===== src/hdl/stoc_pkg.sv =====
// Types and codes shared by the segment table overlap check modules.
package stoc_pkg;

  localparam logic [1:0] ACT_CLEAR  = 2'd0;
  localparam logic [1:0] ACT_INSERT = 2'd1;
  localparam logic [1:0] ACT_LOOKUP = 2'd2;
  localparam logic [1:0] ACT_NONE   = 2'd3;

  localparam logic [2:0] ST_CLEARED  = 3'd0;
  localparam logic [2:0] ST_INSERTED = 3'd1;
  localparam logic [2:0] ST_OVERLAP  = 3'd2;
  localparam logic [2:0] ST_FULL     = 3'd3;
  localparam logic [2:0] ST_FOUND    = 3'd4;
  localparam logic [2:0] ST_MISSING  = 3'd5;

  typedef struct packed {
    logic        valid;
    logic [1:0]  action;
    logic [15:0] nb;
    logic [16:0] ne;
    logic [3:0]  num;
    logic        hit;
    logic        found;
    logic [15:0] fbase;
    logic [15:0] flimit;
    logic [63:0] fname;
  } tok_t;

  typedef struct packed {
    logic        en;
    logic [15:0] base;
    logic [15:0] limit;
    logic [63:0] name;
  } wr_t;

endpackage


===== src/hdl/stoc_cell.sv =====
// One table cell: holds a segment entry and checks the passing query beat.
module stoc_cell #(
  parameter int IDX = 0,
  parameter int CW  = 5
) (
  input  logic           clk,
  input  logic           rst,
  input  logic           adv,
  input  logic [CW-1:0]  count,
  input  stoc_pkg::wr_t  wr,
  input  stoc_pkg::tok_t tok_in,
  output stoc_pkg::tok_t tok_out
);
  import stoc_pkg::*;

  localparam int NW = (CW > 4) ? CW : 4;

  logic [15:0] base;
  logic [15:0] limit;
  logic [63:0] name;
  logic [16:0] se;
  logic        active;
  logic        meet;
  logic        pick;
  tok_t        tok_next;

  always_ff @(posedge clk) begin
    if (wr.en && (count == CW'(IDX))) begin
      base  <= wr.base;
      limit <= wr.limit;
      name  <= wr.name;
    end
  end

  always_comb begin
    se       = {1'b0, base} + {1'b0, limit};
    active   = CW'(IDX) < count;
    meet     = ({1'b0, tok_in.nb} < se) && ({1'b0, base} < tok_in.ne);
    pick     = tok_in.valid && (tok_in.action == ACT_LOOKUP) && active &&
               (NW'(tok_in.num) == NW'(IDX));
    tok_next = tok_in;
    if (tok_in.valid && (tok_in.action == ACT_INSERT) && active && meet) begin
      tok_next.hit = 1'b1;
    end
    if (pick) begin
      tok_next.found  = 1'b1;
      tok_next.fbase  = base;
      tok_next.flimit = limit;
      tok_next.fname  = name;
    end
  end

  always_ff @(posedge clk) begin
    if (rst) begin
      tok_out.valid <= 1'b0;
    end else if (adv) begin
      tok_out <= tok_next;
    end
  end

endmodule


===== src/hdl/segment_table_overlap_check_top.sv =====
// Segment table with overlap check: top level with the row of table cells.
//
// Each accepted beat walks once along a row of MAX_SEGMENTS cells, one cell
// per cycle unless a stalled result holds the row, and its result is
// registered when it leaves the last cell; the next beat is accepted only
// after that result is registered, so the row holds one beat. Cell j
// holds table entry j, checks an insert against its own span and hands out
// its entry on a lookup of number j; the insert is written to the free cell
// as the beat leaves the row. A beat with action 3 is taken and dropped
// without a result. Entries hold whatever was last written; clear only
// resets the entry count.
module segment_table_overlap_check_top #(
  parameter int MAX_SEGMENTS = 16
) (
  input  logic         clk,
  input  logic         rst,
  input  logic         s_tvalid,
  output logic         s_tready,
  // seg_base_in[15:0], seg_limit_in[31:16], seg_name_in[95:32],
  // seg_number_in[99:96], zero pad
  input  logic [103:0] s_tdata,
  // action[1:0]
  input  logic [1:0]   s_tuser,
  output logic         m_tvalid,
  input  logic         m_tready,
  // seg_number_out[3:0], seg_base_out[19:4], seg_limit_out[35:20],
  // seg_name_out[99:36], zero pad
  output logic [103:0] m_tdata,
  // status[2:0]
  output logic [2:0]   m_tuser
);
  import stoc_pkg::*;

  localparam int CW = $clog2(MAX_SEGMENTS + 1);

  tok_t          chain [MAX_SEGMENTS+1];
  tok_t          last;
  wr_t           wr;
  logic [CW-1:0] cnt;
  logic [CW-1:0] cnt_next;
  logic          busy;
  logic          go;
  logic          take;
  logic          adv;
  logic          full;
  logic [15:0]   hold_base;
  logic [15:0]   hold_limit;
  logic [63:0]   hold_name;
  logic [2:0]    res_status;
  logic [3:0]    res_num;
  logic [15:0]   res_base;
  logic [15:0]   res_limit;
  logic [63:0]   res_name;

  assign s_tready = !busy && !rst;
  assign go       = s_tvalid && s_tready && (s_tuser != ACT_NONE);
  assign last     = chain[MAX_SEGMENTS];
  assign take     = last.valid && (!m_tvalid || m_tready);
  assign adv      = !last.valid || take;
  assign full     = cnt == CW'(MAX_SEGMENTS);

  always_comb begin
    chain[0]        = '0;
    chain[0].valid  = go;
    chain[0].action = s_tuser;
    chain[0].nb     = s_tdata[15:0];
    chain[0].ne     = {1'b0, s_tdata[15:0]} + {1'b0, s_tdata[31:16]};
    chain[0].num    = s_tdata[99:96];
  end

  for (genvar g = 0; g < MAX_SEGMENTS; g++) begin : g_cell
    stoc_cell #(
      .IDX(g),
      .CW (CW)
    ) u_cell (
      .clk    (clk),
      .rst    (rst),
      .adv    (adv),
      .count  (cnt),
      .wr     (wr),
      .tok_in (chain[g]),
      .tok_out(chain[g+1])
    );
  end

  always_ff @(posedge clk) begin
    if (go) begin
      hold_base  <= s_tdata[15:0];
      hold_limit <= s_tdata[31:16];
      hold_name  <= s_tdata[95:32];
    end
  end

  always_comb begin
    res_status = ST_CLEARED;
    res_num    = '0;
    res_base   = '0;
    res_limit  = '0;
    res_name   = '0;
    wr.en      = 1'b0;
    wr.base    = hold_base;
    wr.limit   = hold_limit;
    wr.name    = hold_name;
    cnt_next   = cnt;
    case (last.action)
      ACT_CLEAR: begin
        cnt_next = '0;
      end
      ACT_INSERT: begin
        if (full) begin
          res_status = ST_FULL;
        end else if (last.hit) begin
          res_status = ST_OVERLAP;
        end else begin
          res_status = ST_INSERTED;
          res_num    = 4'(cnt);
          wr.en      = take;
          cnt_next   = cnt + 1'b1;
        end
      end
      ACT_LOOKUP: begin
        res_num = last.num;
        if (last.found) begin
          res_status = ST_FOUND;
          res_base   = last.fbase;
          res_limit  = last.flimit;
          res_name   = last.fname;
        end else begin
          res_status = ST_MISSING;
        end
      end
      default: begin
        res_status = ST_CLEARED;
      end
    endcase
  end

  always_ff @(posedge clk) begin
    if (rst) begin
      busy     <= 1'b0;
      cnt      <= '0;
      m_tvalid <= 1'b0;
    end else begin
      if (go) begin
        busy <= 1'b1;
      end else if (take) begin
        busy <= 1'b0;
      end
      if (take) begin
        cnt      <= cnt_next;
        m_tvalid <= 1'b1;
      end else if (m_tready) begin
        m_tvalid <= 1'b0;
      end
    end
  end

  always_ff @(posedge clk) begin
    if (take) begin
      m_tuser <= res_status;
      m_tdata <= {4'd0, res_name, res_limit, res_base, res_num};
    end
  end

endmodule


===== config.mk =====
export PLATFORM = sky130hd
export DESIGN_NAME = segment_table_overlap_check_top
export DESIGN_NICKNAME = d
export VERILOG_FILES = /design/src/hdl/stoc_pkg.sv /design/src/hdl/stoc_cell.sv /design/src/hdl/segment_table_overlap_check_top.sv
export SDC_FILE = /design/constraint.sdc
export NUM_CORES = 2
export LEC_CHECK = 0
export ABC_AREA = 1
export BUFFER_PORTS_ARGS = -buffer_cell sky130_fd_sc_hd__buf_2
export CAP_MARGIN = 20
export CORE_MARGIN = 2
export CORE_UTILIZATION = 45
export CTS_CLUSTER_DIAMETER = 40
export DETAILED_ROUTE_END_ITERATION = 8
export GPL_TIMING_DRIVEN = 0
export PLACE_DENSITY_LB_ADDON = 0.2
export SYNTH_ARGS = -nofsm -noshare
export SYNTH_HDL_FRONTEND = slang
export SYNTH_SLANG_ARGS = --single-unit

===== constraint.sdc =====
create_clock -name clk -period 71.2 [get_ports clk]
set_input_delay 7.12 -clock clk [delete_from_list [all_inputs] [get_ports clk]]
set_output_delay 7.12 -clock clk [all_outputs]
set_load 0.01 [all_outputs]

Word-level counts from Yosys, hierarchy flattened
Index checks and enable logic that the tools add are counted.
{"block": "classes", "n_bitwise": 1, "order_cmp": 48, "mux": 34, "n_eq_ne": 68, "n_reduce_logical": 147, "n_addsub": 18}
{"cell": "$mux 96", "count": 15}
{"cell": "$lt 16x17->1", "count": 32}
{"cell": "$add 16x16->17", "count": 17}
{"cell": "$logic_and 1x1->1", "count": 132}
{"cell": "$mux 97", "count": 1}
{"cell": "$eq 5x4->1 const B", "count": 8}
{"cell": "$lt 4x5->1 const A", "count": 8}
{"cell": "$eq 2x1->1 const B", "count": 17}
{"cell": "$eq 2x2->1 const B", "count": 17}
{"cell": "$eq 4x4->1 const B", "count": 8}
{"cell": "$eq 5x3->1 const B", "count": 4}
{"cell": "$lt 3x5->1 const A", "count": 4}
{"cell": "$eq 4x3->1 const B", "count": 4}
{"cell": "$eq 5x2->1 const B", "count": 2}
{"cell": "$lt 1x5->1 const A", "count": 2}
{"cell": "$lt 2x5->1 const A", "count": 2}
{"cell": "$mux 5", "count": 2}
{"cell": "$pmux 5 s2", "count": 1}
{"cell": "$mux 1", "count": 9}
{"cell": "$eq 4x2->1 const B", "count": 2}
{"cell": "$mux 4", "count": 2}
{"cell": "$pmux 4 s2", "count": 1}
{"cell": "$ne 2x2->1 const B", "count": 3}
{"cell": "$pmux 3 s2", "count": 1}
{"cell": "other kinds (14)", "count": 22}
{"block": "word_totals", "in_bits": 110, "wordCells": 531, "output_inout_bits": 109, "ff_bits": 3917}

Depth between registers and ports, before layout
{"block": "depth", "ltp_word": 8, "mapped_depth": 20, "mapped_depth_nobuf": 20}

By module
Synthesis repeated with hierarchy kept, for this count alone.
{"block": "hier_totals", "cells_unflattened": 11630, "hier_area_um2": 167318.0}
{"mod": "stoc_cell at g_cell[8].u_cell", "area_each_um2": 10407.5, "n_inst": 1, "seq_area_each_um2": 7016.7, "cells_per_inst": 815}
{"mod": "stoc_cell at g_cell[11].u_cell", "area_each_um2": 10327.4, "n_inst": 1, "seq_area_each_um2": 7016.7, "cells_per_inst": 807}
{"mod": "stoc_cell at g_cell[7].u_cell", "area_each_um2": 10309.9, "n_inst": 1, "seq_area_each_um2": 7016.7, "cells_per_inst": 799}
{"mod": "stoc_cell at g_cell[2].u_cell", "area_each_um2": 9945.8, "n_inst": 1, "seq_area_each_um2": 7016.7, "cells_per_inst": 818}
{"mod": "stoc_cell at g_cell[14].u_cell", "area_each_um2": 9943.3, "n_inst": 1, "seq_area_each_um2": 7016.7, "cells_per_inst": 815}
{"mod": "stoc_cell at g_cell[12].u_cell", "area_each_um2": 9938.3, "n_inst": 1, "seq_area_each_um2": 7016.7, "cells_per_inst": 815}
{"mod": "stoc_cell at g_cell[9].u_cell", "area_each_um2": 9869.5, "n_inst": 1, "seq_area_each_um2": 7016.7, "cells_per_inst": 613}
{"mod": "stoc_cell at g_cell[5].u_cell", "area_each_um2": 9863.2, "n_inst": 1, "seq_area_each_um2": 7016.7, "cells_per_inst": 612}
{"mod": "stoc_cell at g_cell[15].u_cell", "area_each_um2": 9833.2, "n_inst": 1, "seq_area_each_um2": 7016.7, "cells_per_inst": 606}
{"mod": "stoc_cell at g_cell[10].u_cell", "area_each_um2": 9821.9, "n_inst": 1, "seq_area_each_um2": 7016.7, "cells_per_inst": 606}
{"mod": "stoc_cell at g_cell[3].u_cell", "area_each_um2": 9819.4, "n_inst": 1, "seq_area_each_um2": 7016.7, "cells_per_inst": 606}
{"mod": "stoc_cell at g_cell[6].u_cell", "area_each_um2": 9805.7, "n_inst": 1, "seq_area_each_um2": 7016.7, "cells_per_inst": 613}
{"mod": "stoc_cell at g_cell[1].u_cell", "area_each_um2": 9800.6, "n_inst": 1, "seq_area_each_um2": 7016.7, "cells_per_inst": 609}
{"mod": "stoc_cell at g_cell[0].u_cell", "area_each_um2": 9786.9, "n_inst": 1, "seq_area_each_um2": 7016.7, "cells_per_inst": 603}
{"mod": "+3 rows"}

Worst setup path before layout
OpenSTA, ideal clock, no wires.
{"block": "synth_path", "path_kind": "input -> register", "start": "input port m_tready", "end": "register g_cell[0].u_cell.tok_out[0] (netlist name), enable pin", "setup_slack_ns": 19.492, "stages": 5, "arrival_ns": 49.227, "setup_ns": 2.481, "required_ns": 68.719, "path_buffers": 1, "cell_sequence": "inv_1 nand3_1 clkbuf_1 nand2_1 inv_1"}
{"block": "synth_via", "elab_chain_len": 4}
{"item": "from (decl)", "line_no": "segment_table_overlap_check_top.sv:25", "source": "input logic m_tready,"}
{"item": "$logic_or 1x1->1", "line_no": "segment_table_overlap_check_top.sv:58", "source": "assign take = last.valid && (!m_tvalid || m_tready);"}
{"item": "$logic_and 1x1->1", "line_no": "segment_table_overlap_check_top.sv:58"}
{"item": "$logic_or 1x1->1", "line_no": "segment_table_overlap_check_top.sv:59", "source": "assign adv = !last.valid || take;"}
{"item": "$reduce_and 2->1 (no source line)"}
{"item": "to (signal assigned)", "line_no": "stoc_cell.sv:57", "source": "tok_out <= tok_next;"}
{"item": "to (decl)", "line_no": "stoc_cell.sv:12", "source": "output stoc_pkg::tok_t tok_out"}
Every way passes these cells.
A chain may end at the register's enable or synchronous reset.

Worst setup path after layout
{"block": "layout_path", "start": "input port rst", "end": "output port s_tready"}
{"block": "layout_via", "elab_chain_len": 2}
{"item": "from (decl)", "line_no": "segment_table_overlap_check_top.sv:16", "source": "input logic rst,"}
{"item": "$logic_not 1->1", "line_no": "segment_table_overlap_check_top.sv:55", "source": "assign s_tready = !busy && !rst;"}
{"item": "$logic_and 1x1->1", "line_no": "segment_table_overlap_check_top.sv:55"}
{"item": "to (decl)", "line_no": "segment_table_overlap_check_top.sv:18", "source": "output logic s_tready,"}
Every way passes these cells.

==> results.md <==
* Status: finished, final reports clean
* Initial antenna violation count at 37
* Post-synthesis register bit count at 3917
* Initial detailed-routing violation count at 6416
* Lkg Pwr at 0.0723 uW
* Most used DFF post-synth: edfxtp_1
* Final ANT Viol Nets at 0
* Worst path cell trace: buf_2 -> nor2_1 -> buf_2
* Power per cell area at 29.1 nW/um^2
* Max-Cap Viols at 0
* P_sw at 1140 uW
* Combinational power share at 0.026
* Seq/Total Area, Yosys at 0.726
* Tcrit/Tclk final at 0.214
* Startpoint types: primary input
* Worst-path clk slew at 0.06 ns
* CTS Hold Bufs at 0
* Global placement routability congestion at 0.943
* Register-to-Register Path Depth at 13
* Clock buffer count from CTS at 545
* Total Die Area at 364000 sq um
* Detailed placement HPWL at 287000 um
* Critical Path Sink Type: output pin
* Sw Ratio at 0.206
* Most used cell, CP: buf_2
* Setup violators final at 0
* CP arrival at 8.13 ns
* Standard-cell rows at 220
* Clock Path Buffers at 4
* Slew headroom at 0.245
* Die Y at 603 um
* Vias at 84000
* Flop pwr share at 0.481
* Fin nets at 12000
* # DRC at 0
* Clock Skews at 0.0509 ns
* Ports at 219
* Setup tns final at 0 ns
* Clock tree sinks at 3917
* Core area at 358000 sq um
* Fillers at 28800
* Syn Inst Count at 10300
* Footprint of the multi-input gates at 39700 sq um
* Fin. Hold Viols at 0
* Initial DRT Pass Iterations at 5
* Port bufs at 210
* Clock power share at 0.493
* Synthesized cell area at 162000 sq um
* Fraction of registers with async set/reset at 0
* Min cycle time layout at 15.25 ns
* Path type of the worst min-delay path: flop to flop
* Clock Tree Root: clkbuf_16
* Largest net degree at the start of global routing at 129
* Post-CTS setup buffers at 0
* Via density at 5.13
* Yosys warnings at 0
* GRT Residual Overflow at 0
* WL/cell at 23.7 um
* Cell variety after synth at 51
* CP max stage delay at 0.59 ns
* Mean Syn Cell Area at 15.8 sq um
* Vias in the first global route at 87300
* CTS-repair resized insts at 0
* Critical path required time at 64.08 ns
* Final wirelength at 388000 um
* Area grow syn2layout at 17.6%
* Delay-heaviest family, CP: simple AND/OR/NAND/NOR gates
* GRT Overall Usage at 0.212
* Max-slew violations at 0
* P_int at 4390 uW
* First-pass GRT wire length at 570000 um
* Hold Crit Depth at 0
* Buf/Inv on CP at 2
* Kind of critical path: primary input to output pin
* Crit-path max FO at 5
* Slew @ Worst Pin at 1.13 ns
* Levels on crit path at 3
* Clock tree from TritonCTS: built
* Post-synth EDFFs at 3894
* H-tree depth at 6
* Fmax at 0.0656 GHz
* Crit path max-delay cell type: nor2_1
* Pre-CTS setup slack at 55.70 ns
* Maximum vdd ir drop at 0.0000184 V
* Post-route worst setup slack at 55.95 ns
* Die X at 603 um
* Register Area at 117000 sq um
* RSZ-0062 raised after global routing: no
* Worst skew pair latency at 1.00 ns
* Starting density of the core at 0.451
* Share of post-route cells with drive strength above 1 at 0.233
## cells in the final DEF (no fill, tap or decap), types with 13 or more instances in the layout
master,synthesis,routed
edfxtp_1,3894,3894
mux2_2,1279,1279
nand2_1,1102,1102
inv_1,1007,1004
ha_1,759,759
clkbuf_16,0,564
nor2_1,501,487
a21oi_1,474,474
buf_2,131,342
o21ai_0,254,254
nand3_1,156,156
xnor2_1,132,132
xor2_1,107,107
clkbuf_1,35,105
bufinv_16,0,69
nor3_1,70,68
clkinv_2,0,58
clkinv_1,0,57
buf_16,0,51
clkinvlp_4,0,50
buf_12,0,49
inv_6,0,44
clkinv_4,0,42
buf_4,20,37
mux2_1,34,34
a31oi_1,27,27
and3_1,25,25
a211oi_1,23,23
nand4_1,23,23
dfxtp_1,23,23
a21o_1,21,21
o2111ai_1,21,21
diode_2,0,18
mux2_4,17,17
fa_1,17,17
o21a_1,15,15
buf_6,5,14
nor2_4,0,14
o21bai_1,13,13
## cell usage after synthesis, types with 4 or more instances
cell type	n	area, sq um
o21a_1	15	113
a21o_1	21	158
o21bai_1	13	97.6
o21ai_1	4	20.0
mux2_2	1279	14400
inv_2	8	30.0
o31ai_1	11	82.6
fa_1	17	340
clkbuf_1	35	131
a211oi_1	23	173
nand3_1	156	781
a21boi_0	9	67.6
ha_1	759	9500
edfxtp_1	3894	117000
dfxtp_1	23	460
xor2_1	107	937
nor3_1	70	350
and3_1	25	156
nor4_1	13	81.3
o21ai_0	254	1270
nand3_2	4	40.0
buf_2	131	656
buf_4	20	150
mux2_4	17	255
xnor2_1	132	1160
inv_1	1007	3780
nand4_1	23	144
o2111ai_1	21	184
buf_6	5	56.3
a31oi_1	27	169
a21oi_1	474	2370
nand2_1	1102	4140
mux2_1	34	383
nor2_1	501	1880
o211ai_1	6	45.0
## metal layers
| metal | vias up | track usage | wire length [um] |
|---|---|---|---|
| li1 | 39600 | - | - |
| met3 | 713 | 0.0289 | 17700 |
| met1 | 41700 | 0.270 | 161000 |
| met5 | - | 0 | 0 |
| met4 | 0 | 0.0770 | 14300 |
| met2 | 2008 | 0.370 | 195000 |
## area by class of cell
type	instances	share of cell area
multi-input combinational	5144	0.208
clock buffer	638	0.0759
buffer	191	0.00522
tap	4773	0.0314
antenna	18	0.000237
timing repair buffer	348	0.0202
sequential	3917	0.617
clock inverter	341	0.0214
inverter	1015	0.0201
## power groups by stage
stage	combinational (uW)	clock (uW)	sequential, uW
after floorplan	92.0	0	2800
after global placement	128	0	2880
after detailed placement	140	0	2710
after CTS	142	2780	2660
after global routing	160	2870	2670
final	142	2730	2660
## per-stage QoR
step	utilization	total power [uW]	hold WS (ns)	std cells	area, sq um
after floorplan	-	2890	0.417	10300	162000
after global placement	0.471	3000	0.424	15300	169000
after detailed placement	0.478	2850	0.433	15400	171000
after CTS	0.530	5580	0.423	16400	190000
after global routing	0.531	5700	0.437	16400	190000
final	0.531	5530	0.432	16400	190000
## final timing paths
path,startpoint,endpoint,slack (ns)
setup / recovery,rst,s_tready,55.95
hold / removal,g_cell[12].u_cell.tok_out[101]$_DFFE_PP_,g_cell[13].u_cell.tok_out[101]$_DFFE_PP_,0.43
setup reg to reg,cnt[0]$_SDFFE_PP0P_,g_cell[13].u_cell.limit[13]$_DFFE_PP_,66.95
hold reg to reg,g_cell[12].u_cell.tok_out[101]$_DFFE_PP_,g_cell[13].u_cell.tok_out[101]$_DFFE_PP_,0.43
## flip-flops by register name, summed over array words and instances, names as in the netlist
signal and flops:
g_cell.u_cell.limit 256, busy 1, cnt 5, m_tdata 100, m_tvalid 1, g_cell.u_cell.tok_out 2175, hold_base 16, g_cell.u_cell.name 1024
hold_limit 16, m_tuser 3, hold_name 64, g_cell.u_cell.base 256
## kinds of logic after synthesis
group           share of synthesized area
other cells                     0.0000232
buf+inv                            0.0297
flops                               0.726
mux                                0.0930
xor+xnor                           0.0129
fa+ha+maj                          0.0608
compound gates                     0.0298
simple gates                       0.0478
Power figures use the tool's default switching activity.
